==> src/rtl/multi_sensor_distance_smoother_assert.svh <==
// assertion helpers for the distance smoother, clocked on clock, disabled in reset
`ifndef MULTI_SENSOR_DISTANCE_SMOOTHER_ASSERT_SVH
`define MULTI_SENSOR_DISTANCE_SMOOTHER_ASSERT_SVH

// same-cycle implication
`define MSDS_ASSERT_IMPL(label, ante, cons) \
   label: assert property (@(posedge clock) disable iff (reset) (ante) |-> (cons)) \
      else $error("distance smoother assertion failed");

// next-cycle implication
`define MSDS_ASSERT_NEXT(label, ante, cons) \
   label: assert property (@(posedge clock) disable iff (reset) (ante) |=> (cons)) \
      else $error("distance smoother assertion failed");

`endif

==> src/rtl/msds_pkg.sv <==
package msds_pkg;

   localparam int RAW_W       = 16;
   localparam int SENSOR_W    = 2;
   localparam int DIST_W      = 9;
   localparam int CSR_INDEX_W = 2;

   localparam int MAX_VALID    = 400;
   localparam int NONE_NEAREST = 401;
   localparam int START_VALUE  = 2;
   localparam int RED_RESET    = 5;
   localparam int YELLOW_RESET = 10;

   typedef logic [DIST_W-1:0] dist_type;

   // register indexes on the csr port
   localparam logic [CSR_INDEX_W-1:0] CSR_RED_LIMIT    = 2'd0;
   localparam logic [CSR_INDEX_W-1:0] CSR_YELLOW_LIMIT = 2'd1;

   typedef enum logic [1:0] {
      ZONE_NONE   = 2'd0,
      ZONE_RED    = 2'd1,
      ZONE_YELLOW = 2'd2,
      ZONE_GREEN  = 2'd3
   } zone_type;

endpackage

==> src/rtl/msds_ram.sv <==
module msds_ram #(
   parameter int WIDTH = 9,
   parameter int DEPTH = 32
) (
   input  logic                     clock,
   input  logic                     wr_en,
   input  logic [$clog2(DEPTH)-1:0] wr_addr,
   input  logic [WIDTH-1:0]         wr_data,
   input  logic                     rd_en,
   input  logic [$clog2(DEPTH)-1:0] rd_addr,
   output logic [WIDTH-1:0]         rd_data
);

   logic [WIDTH-1:0] mem_ff [DEPTH];
   logic [WIDTH-1:0] rd_data_ff;

   always_ff @(posedge clock) begin
      if (wr_en) begin
         mem_ff[wr_addr] <= wr_data;
      end
      if (rd_en) begin
         rd_data_ff <= mem_ff[rd_addr];
      end
   end

   assign rd_data = rd_data_ff;

endmodule

==> src/rtl/multi_sensor_distance_smoother.sv <==
// an accepted request is registered in stage one, then in the output register
// one request per cycle unless stalled; the ring memory's registered read sets two stages
// a stalled response holds in the output register while one more request waits in stage one
// reset (synchronous, active high) restores limits, ring positions, held values and totals
// ring entries are not cleared: a per-sensor wrap flag reads unwritten entries as 2
`include "multi_sensor_distance_smoother_assert.svh"

module multi_sensor_distance_smoother #(
   parameter int SENSOR_COUNT = 4,
   parameter int WINDOW_DEPTH = 8
) (
   input  logic                              clock,
   input  logic                              reset,
   // request channel
   input  logic                              req_valid,
   output logic                              req_ready,
   input  logic [msds_pkg::RAW_W-1:0]        req_raw_distance,
   input  logic [msds_pkg::SENSOR_W-1:0]     req_sensor_number,
   // response channel
   output logic                              rsp_valid,
   input  logic                              rsp_ready,
   output logic [msds_pkg::DIST_W-1:0]       rsp_smoothed_distance,
   output logic [msds_pkg::DIST_W-1:0]       rsp_nearest_distance,
   output msds_pkg::zone_type                rsp_zone,
   // configuration
   input  logic                              csr_write_enable,
   input  logic [msds_pkg::CSR_INDEX_W-1:0]  csr_index,
   input  logic [msds_pkg::DIST_W-1:0]       csr_write_data
);

   import msds_pkg::*;

   localparam int SIDX_W    = (SENSOR_COUNT > 1) ? $clog2(SENSOR_COUNT) : 1;
   localparam int POS_W     = $clog2(WINDOW_DEPTH);
   localparam int SLOTS     = SENSOR_COUNT * WINDOW_DEPTH;
   localparam int ADDR_W    = $clog2(SLOTS);
   localparam int TOT_W     = $clog2(MAX_VALID * WINDOW_DEPTH + 1);
   // total / WINDOW_DEPTH as a multiply by a rounded-up reciprocal, exact for every total
   localparam int DIV_SHIFT = TOT_W + POS_W;
   localparam int MULT_W    = TOT_W + 1;
   localparam int DIV_MULT  = ((1 << DIV_SHIFT) + WINDOW_DEPTH - 1) / WINDOW_DEPTH;
   localparam int PROD_W    = TOT_W + MULT_W;
   localparam int POS_LAST  = WINDOW_DEPTH - 1;

   // what stage one needs to finish a request
   typedef struct packed {
      logic              in_range;   // sensor number addresses a real sensor
      logic [SIDX_W-1:0] sidx;
      logic [ADDR_W-1:0] addr;       // ring slot being replaced
      logic              fresh;      // slot never written since reset
      logic              take;       // reading replaces the held value
      dist_type          raw;
   } stage_type;

   // configuration registers
   dist_type red_limit_ff, yellow_limit_ff;

   // per-sensor state
   logic [POS_W-1:0] wpos_ff    [SENSOR_COUNT];
   logic             wrapped_ff [SENSOR_COUNT];
   dist_type         held_ff    [SENSOR_COUNT];
   logic [TOT_W-1:0] total_ff   [SENSOR_COUNT];
   dist_type         latest_ff  [SENSOR_COUNT];

   // pipeline
   logic      s1_valid_ff;
   stage_type s1_ff, s1_in;
   logic      rsp_valid_ff;
   dist_type  rsp_smooth_ff, rsp_nearest_ff;
   zone_type  rsp_zone_ff;

   // stage zero signals
   logic              accept;
   logic              req_in_range;
   logic [SIDX_W-1:0] req_sidx;
   logic [POS_W-1:0]  req_pos;
   logic              raw_take;

   // stage one signals
   logic             commit;
   dist_type         ram_rd_data;
   dist_type         old_value;
   dist_type         held_in;
   logic [TOT_W-1:0] total_in;
   logic [PROD_W-1:0] product;
   dist_type         smooth_in;
   dist_type         nearest_in;
   zone_type         zone_in;

   // handshake: stage one drains whenever the output register is free or being taken
   assign commit    = s1_valid_ff && (!rsp_valid_ff || rsp_ready);
   assign req_ready = !s1_valid_ff || !rsp_valid_ff || rsp_ready;
   assign accept    = req_valid && req_ready;

   // ---------------------------------------------------------------------------------------
   // stage zero: pick the ring slot, launch the memory read, advance the write position
   // ---------------------------------------------------------------------------------------
   assign req_in_range = (int'(req_sensor_number) < SENSOR_COUNT);
   assign req_sidx     = SIDX_W'(req_sensor_number);
   assign req_pos      = wpos_ff[req_sidx];
   // zero means no object; one and anything above the range are ignored
   assign raw_take     = (req_raw_distance == '0) ||
                         ((req_raw_distance >= RAW_W'(START_VALUE)) &&
                          (req_raw_distance <= RAW_W'(MAX_VALID)));

   always_comb begin
      s1_in.in_range = req_in_range;
      s1_in.sidx     = req_sidx;
      s1_in.addr     = ADDR_W'(req_sidx) * ADDR_W'(WINDOW_DEPTH) + ADDR_W'(req_pos);
      s1_in.fresh    = !wrapped_ff[req_sidx];
      s1_in.take     = raw_take;
      s1_in.raw      = DIST_W'(req_raw_distance);
   end

   always_ff @(posedge clock) begin
      if (reset) begin
         s1_valid_ff <= 1'b0;
      end else if (accept) begin
         s1_valid_ff <= 1'b1;
      end else if (commit) begin
         s1_valid_ff <= 1'b0;
      end
   end

   always_ff @(posedge clock) begin
      if (accept) begin
         s1_ff <= s1_in;
      end
   end

   // ring positions move at accept so back-to-back requests for one sensor see the next slot
   always_ff @(posedge clock) begin
      if (reset) begin
         for (int i = 0; i < SENSOR_COUNT; i++) begin
            wpos_ff[i]    <= '0;
            wrapped_ff[i] <= 1'b0;
         end
      end else if (accept && req_in_range) begin
         if (req_pos == POS_W'(POS_LAST)) begin
            wpos_ff[req_sidx]    <= '0;
            wrapped_ff[req_sidx] <= 1'b1;
         end else begin
            wpos_ff[req_sidx] <= req_pos + POS_W'(1);
         end
      end
   end

   // ring storage: one read at accept, one write at commit
   msds_ram #(
      .WIDTH (DIST_W),
      .DEPTH (SLOTS)
   ) u_ring (
      .clock   (clock),
      .wr_en   (commit && s1_ff.in_range),
      .wr_addr (s1_ff.addr),
      .wr_data (held_in),
      .rd_en   (accept),
      .rd_addr (s1_in.addr),
      .rd_data (ram_rd_data)
   );

   // ---------------------------------------------------------------------------------------
   // stage one: running total, window mean, nearest over all sensors, zone
   // ---------------------------------------------------------------------------------------
   assign old_value = s1_ff.fresh ? DIST_W'(START_VALUE) : ram_rd_data;
   assign held_in   = s1_ff.take ? s1_ff.raw : held_ff[s1_ff.sidx];
   assign total_in  = total_ff[s1_ff.sidx] - TOT_W'(old_value) + TOT_W'(held_in);
   assign product   = PROD_W'(total_in) * PROD_W'(DIV_MULT);

   always_comb begin
      smooth_in = s1_ff.in_range ? DIST_W'(product >> DIV_SHIFT) : '0;
   end

   // smallest nonzero latest mean, with this request's sensor taking its new mean
   always_comb begin
      dist_type cand;
      nearest_in = DIST_W'(NONE_NEAREST);
      for (int i = 0; i < SENSOR_COUNT; i++) begin
         cand = (s1_ff.in_range && (s1_ff.sidx == SIDX_W'(i))) ? smooth_in : latest_ff[i];
         if ((cand != '0) && (cand < nearest_in)) begin
            nearest_in = cand;
         end
      end
   end

   // red wins when the limits overlap
   always_comb begin
      priority if (nearest_in <= red_limit_ff) begin
         zone_in = ZONE_RED;
      end else if (nearest_in <= yellow_limit_ff) begin
         zone_in = ZONE_YELLOW;
      end else if (nearest_in <= DIST_W'(MAX_VALID)) begin
         zone_in = ZONE_GREEN;
      end else begin
         zone_in = ZONE_NONE;
      end
   end

   always_ff @(posedge clock) begin
      if (reset) begin
         for (int i = 0; i < SENSOR_COUNT; i++) begin
            held_ff[i]   <= DIST_W'(START_VALUE);
            total_ff[i]  <= TOT_W'(START_VALUE * WINDOW_DEPTH);
            latest_ff[i] <= DIST_W'(START_VALUE);
         end
      end else if (commit && s1_ff.in_range) begin
         held_ff[s1_ff.sidx]   <= held_in;
         total_ff[s1_ff.sidx]  <= total_in;
         latest_ff[s1_ff.sidx] <= smooth_in;
      end
   end

   // output register
   always_ff @(posedge clock) begin
      if (reset) begin
         rsp_valid_ff <= 1'b0;
      end else if (commit) begin
         rsp_valid_ff <= 1'b1;
      end else if (rsp_ready) begin
         rsp_valid_ff <= 1'b0;
      end
   end

   always_ff @(posedge clock) begin
      if (commit) begin
         rsp_smooth_ff  <= smooth_in;
         rsp_nearest_ff <= nearest_in;
         rsp_zone_ff    <= zone_in;
      end
   end

   assign rsp_valid             = rsp_valid_ff;
   assign rsp_smoothed_distance = rsp_smooth_ff;
   assign rsp_nearest_distance  = rsp_nearest_ff;
   assign rsp_zone              = rsp_zone_ff;

   // ---------------------------------------------------------------------------------------
   // configuration writes; unknown indexes are dropped
   // ---------------------------------------------------------------------------------------
   always_ff @(posedge clock) begin
      if (reset) begin
         red_limit_ff    <= DIST_W'(RED_RESET);
         yellow_limit_ff <= DIST_W'(YELLOW_RESET);
      end else if (csr_write_enable) begin
         unique case (csr_index)
            CSR_RED_LIMIT: begin
               red_limit_ff <= csr_write_data;
            end
            CSR_YELLOW_LIMIT: begin
               yellow_limit_ff <= csr_write_data;
            end
            default: begin
            end
         endcase
      end
   end

   // ---------------------------------------------------------------------------------------
   // checks
   // ---------------------------------------------------------------------------------------
   `MSDS_ASSERT_IMPL(a_nearest_nonzero, rsp_valid, rsp_nearest_distance != '0)
   `MSDS_ASSERT_IMPL(a_zone_none_far, rsp_valid && (rsp_zone == ZONE_NONE),
                     rsp_nearest_distance == DIST_W'(NONE_NEAREST))
   `MSDS_ASSERT_IMPL(a_smooth_in_range, rsp_valid, rsp_smoothed_distance <= DIST_W'(MAX_VALID))
   `MSDS_ASSERT_NEXT(a_accept_fills_stage, req_valid && req_ready, s1_valid_ff)
   `MSDS_ASSERT_IMPL(a_stall_blocks_request, s1_valid_ff && rsp_valid && !rsp_ready, !req_ready)

endmodule

==> config.mk <==
export PLATFORM = sky130hd
export DESIGN_NAME = multi_sensor_distance_smoother
export DESIGN_NICKNAME = d
export VERILOG_FILES = /design/src/rtl/msds_pkg.sv /design/src/rtl/msds_ram.sv /design/src/rtl/multi_sensor_distance_smoother.sv
export VERILOG_INCLUDE_DIRS = /design/src /design/src/rtl
export SDC_FILE = /design/constraint.sdc
export NUM_CORES = 1
export LEC_CHECK = 0
export BUFFER_PORTS_ARGS = -buffer_cell sky130_fd_sc_hd__buf_2
export CORE_ASPECT_RATIO = 1.5
export CORE_UTILIZATION = 40
export CTS_CLUSTER_DIAMETER = 200
export DETAILED_ROUTE_END_ITERATION = 8
export PLACE_DENSITY = 0.63
export SYNTH_ARGS = -nofsm -noshare
export SYNTH_HDL_FRONTEND = slang
export SYNTH_HIERARCHICAL = 1
export SYNTH_SLANG_ARGS = --single-unit
==> constraint.sdc <==
create_clock -name clock -period 14.9 [get_ports clock]
set_input_delay 0.745 -clock clock [delete_from_list [all_inputs] [get_ports clock]]
set_output_delay 0.745 -clock clock [all_outputs]
set_load 0.03 [all_outputs]
==> results.cfg <==
[clocking]
post-cts-setup-buffers = 0
cts_tree = yes
clk_latency_ns = 0.56
cts-resized-gates = 0
clk_pin_slew_ns = 0.06
hold_buffers = 0
cts_max_level = 2
numClockSinks = 455
numCtsBuffers = 42
clock-root-buffer = clkbuf_16
clk_path_buf_depth = 3

[timing]
setup_viol = 0
maxSlewHeadroom = 0.255
hold_viol_final = 0
period_minus_slack_ns = 13.50
finalCritPeriodShare = 0.906
tightest_slew_ns = 1.12
tns_ns = 0
slew_viol_final = 0
fmaxAchievable_mhz = 74.1
rsz0062_at_grt = no
clock_skew_ns = 0.0173
holdWs_ns = 0.391
timing.final.ws_setup_ns = 1.40

[yosys]
synth_cells = 1404
synth_top_area_cell = edfxtp_1
ys_ff_latch = 455
synthFlopType = edfxtp_1
syn_nets = 1502
synthDistinctLibCells = 77
yosysMostFrequentCell = edfxtp_1
yosysSeqAreaShare = 0.638
yosys_warnings = 6
synth_top_area_frac = 0.617
syn_avg_cell_area_um2 = 15.0
synthTopCellsByArea = edfxtp_1 62%, mux4_2 12%, nor2_1 3.3%
syn-cell-area_um2 = 21100
synth_edf_count = 433
async_reset_ff_frac = 0
ys_top_cells_by_count = 433 x edfxtp_1, 186 x nor2_1, 115 x mux4_2

[worst_setup_path]
rr_endpoint = rsp_zone[0]
r2r_cells = 58
cp-start-kind = flop
critPathBufInv = 1
critPathKind = reg2reg
cp_max_fo = 14
cp_slowest_stage_delay_ns = 0.69
arrival_ns = 13.81
cp_slowest_cell = o221ai_2
cp_data_required_time_ns = 15.20
cpLargestDelayFamily = compound AO/OA/AOI/OAI gates
end_kind = flop
reg2reg_slack_ns = 1.40

[floorplanning]
dieArea_um2 = 53600
initial_core_util = 0.406
num_rows = 102
die_w_um = 189
core_area_um2 = 51800
pin_count = 56
die_y_um = 283

[global_routing]
antenna_found_initial = 1
grt-ovfl-total = 0
grt_pass1_wl_um = 73000
grt.total_usage = 0.181
grt_use_met2 = 0.341
busiest_layer = met2
grtUsageMet1 = 0.194
grtUsageMet3 = 0.0206
grt_max_degree = 75
grt_pass1_vias = 12220

[drt]
drc = 0
viasPerCell = 5.44
first_pass_iters = 5
wl_per_cell_um = 22.1
dr.first_iter.drc_count = 754
via_count = 11752
drt_wl_total_um = 47700
ant_nets = 0

[min_path]
whs_endpoint = s1_ff[0]
hold_path_class = in2reg
worstHoldStart = req_raw_distance[0]
whs_path_depth = 1

[cells_and_area]
antennaDiodeCount = 0
fillers = 4580
fin_nets = 1551
syn2layout_area_growth_pct = 11.2
drive_above_1_share = 0.203

[pwr]
leakage_nw = 8.17
ir_drop_mv = 0.0887
p_total_w = 0.00376
cellPowerDensity_nw_per_um2 = 161

[placement]
gp_congestion = 0.953
place_hpwl_um = 34100
port_buffers = 55
place_ws_ns = 1.12

[status]
status = finished clean

[job]
cap_violations = 0
-- worst reg2reg max path, delay by kind of cell, from the launching register on --
kind	cells	cell delay (ns)
AOI/OAI and AO/OA	36	7.39
adders and majority gates	6	2.06
and+or+nand+nor	12	1.74
muxes	3	1.42
DFF	1	0.57
buffers and inverters	1	0.07
-- per-stage QoR --
step           instance area, um2   util  std cells
2_1_floorplan               21100      -       1404
3_3_place_gp                22000  0.425       2085
3_5_place_dp                22000  0.425       2085
4_1_cts                     23400  0.452       2160
5_1_grt                     23400  0.452       2160
6_report                    23400  0.452       2160
-- layer usage --
metal | wire [um] | part of all wire | vias to the layer above
li1 | - | - | 5433
met1 | 17100 | 0.36 | 5903
met2 | 26400 | 0.55 | 298
met3 | 1500 | 0.031 | 116
met4 | 2720 | 0.057 | 2
met5 | 17 | 0.00036 | -
-- registers in the layout (all words and copies together), names as in the netlist, named ones only --
| name | flops |
|---|---|
| rsp_valid | 1 |
| s1_valid_ff | 1 |
| wrapped_ff | 4 |
| u_ring/mem_ff | 288 |
| rsp_nearest_distance | 9 |
| red_limit_ff | 9 |
| yellow_limit_ff | 9 |
| rsp_zone | 2 |
| wpos_ff | 12 |
| latest_ff | 32 |
| total_ff | 16 |
| u_ring/rd_data | 9 |
| s1_ff | 16 |
| rsp_smoothed_distance | 9 |
| held_ff | 36 |
-- final cells by class --
cell class,instances,area [um2],area share
flip-flops and latches,455,13400,0.574
multi-input cells,791,6980,0.298
clock buffers,51,1080,0.0463
well taps,676,846,0.0361
repair buffers,72,403,0.0172
inverters,91,342,0.0146
clock inverters,24,314,0.0134
-- how the worst max path moves through the flow --
stage          startpoint     endpoint  slack, ns  depth (start not counted)
2_1_floorplan        flop  rsp_zone[0]       2.85                         65
3_3_place_gp         flop  rsp_zone[0]       1.27                         58
3_5_place_dp         flop  rsp_zone[0]       1.12                         58
4_1_cts              flop  rsp_zone[0]       1.06                         58
5_1_grt              flop  rsp_zone[0]       0.16                         58
6_report             flop  rsp_zone[0]       1.40                         58
-- kinds of logic (layout without fill, tap and decap cells) --
group,after synthesis,count (layout),synth area share
DFF,455,455,0.638
and+or+nand+nor,387,387,0.0840
AOI/OAI and AO/OA,178,178,0.0589
buffers and inverters,158,238,0.0311
muxes,155,155,0.143
adders and majority gates,64,64,0.0412
xor gates and xnor gates,7,7,0.00363
-- layout by cell type (no fill, tap or decap), types with 4 or more instances in the layout --
cell       count
o21a_1         9
bufinv_16      6
clkinv_1       5
buf_2         55
dfxtp_1       21
ha_1          55
inv_1         89
o21ai_1        5
mux2i_1       27
a21o_1        17
fa_1           9
o21ai_0       43
a211o_1        6
a21oi_1       45
or3_1          7
o21ai_2        4
or2_2         10
o211ai_1       8
nor4_1         5
clkbuf_16     42
nand2_1       75
nand4_1       10
mux4_2       113
nor2_1       186
buf_4         17
nand3_1       12
clkinv_2       8
nand2b_1      20
mux2_2        13
nor3_1        15
edfxtp_1     433
nand3b_1       8
clkbuf_1       9
and3_1         5
nor2b_1       19
-- power by group --
| group | total [W] | switching, W | internal (W) |
|---|---|---|---|
| clock | 0.00110 | 0.000471 | 0.000630 |
| combinational | 0.00115 | 0.000722 | 0.000426 |
| sequential | 0.00151 | 0.0000239 | 0.00149 |
| total | 0.00376 | 0.00122 | 0.00254 |
(Power assumes the default switching activity.)
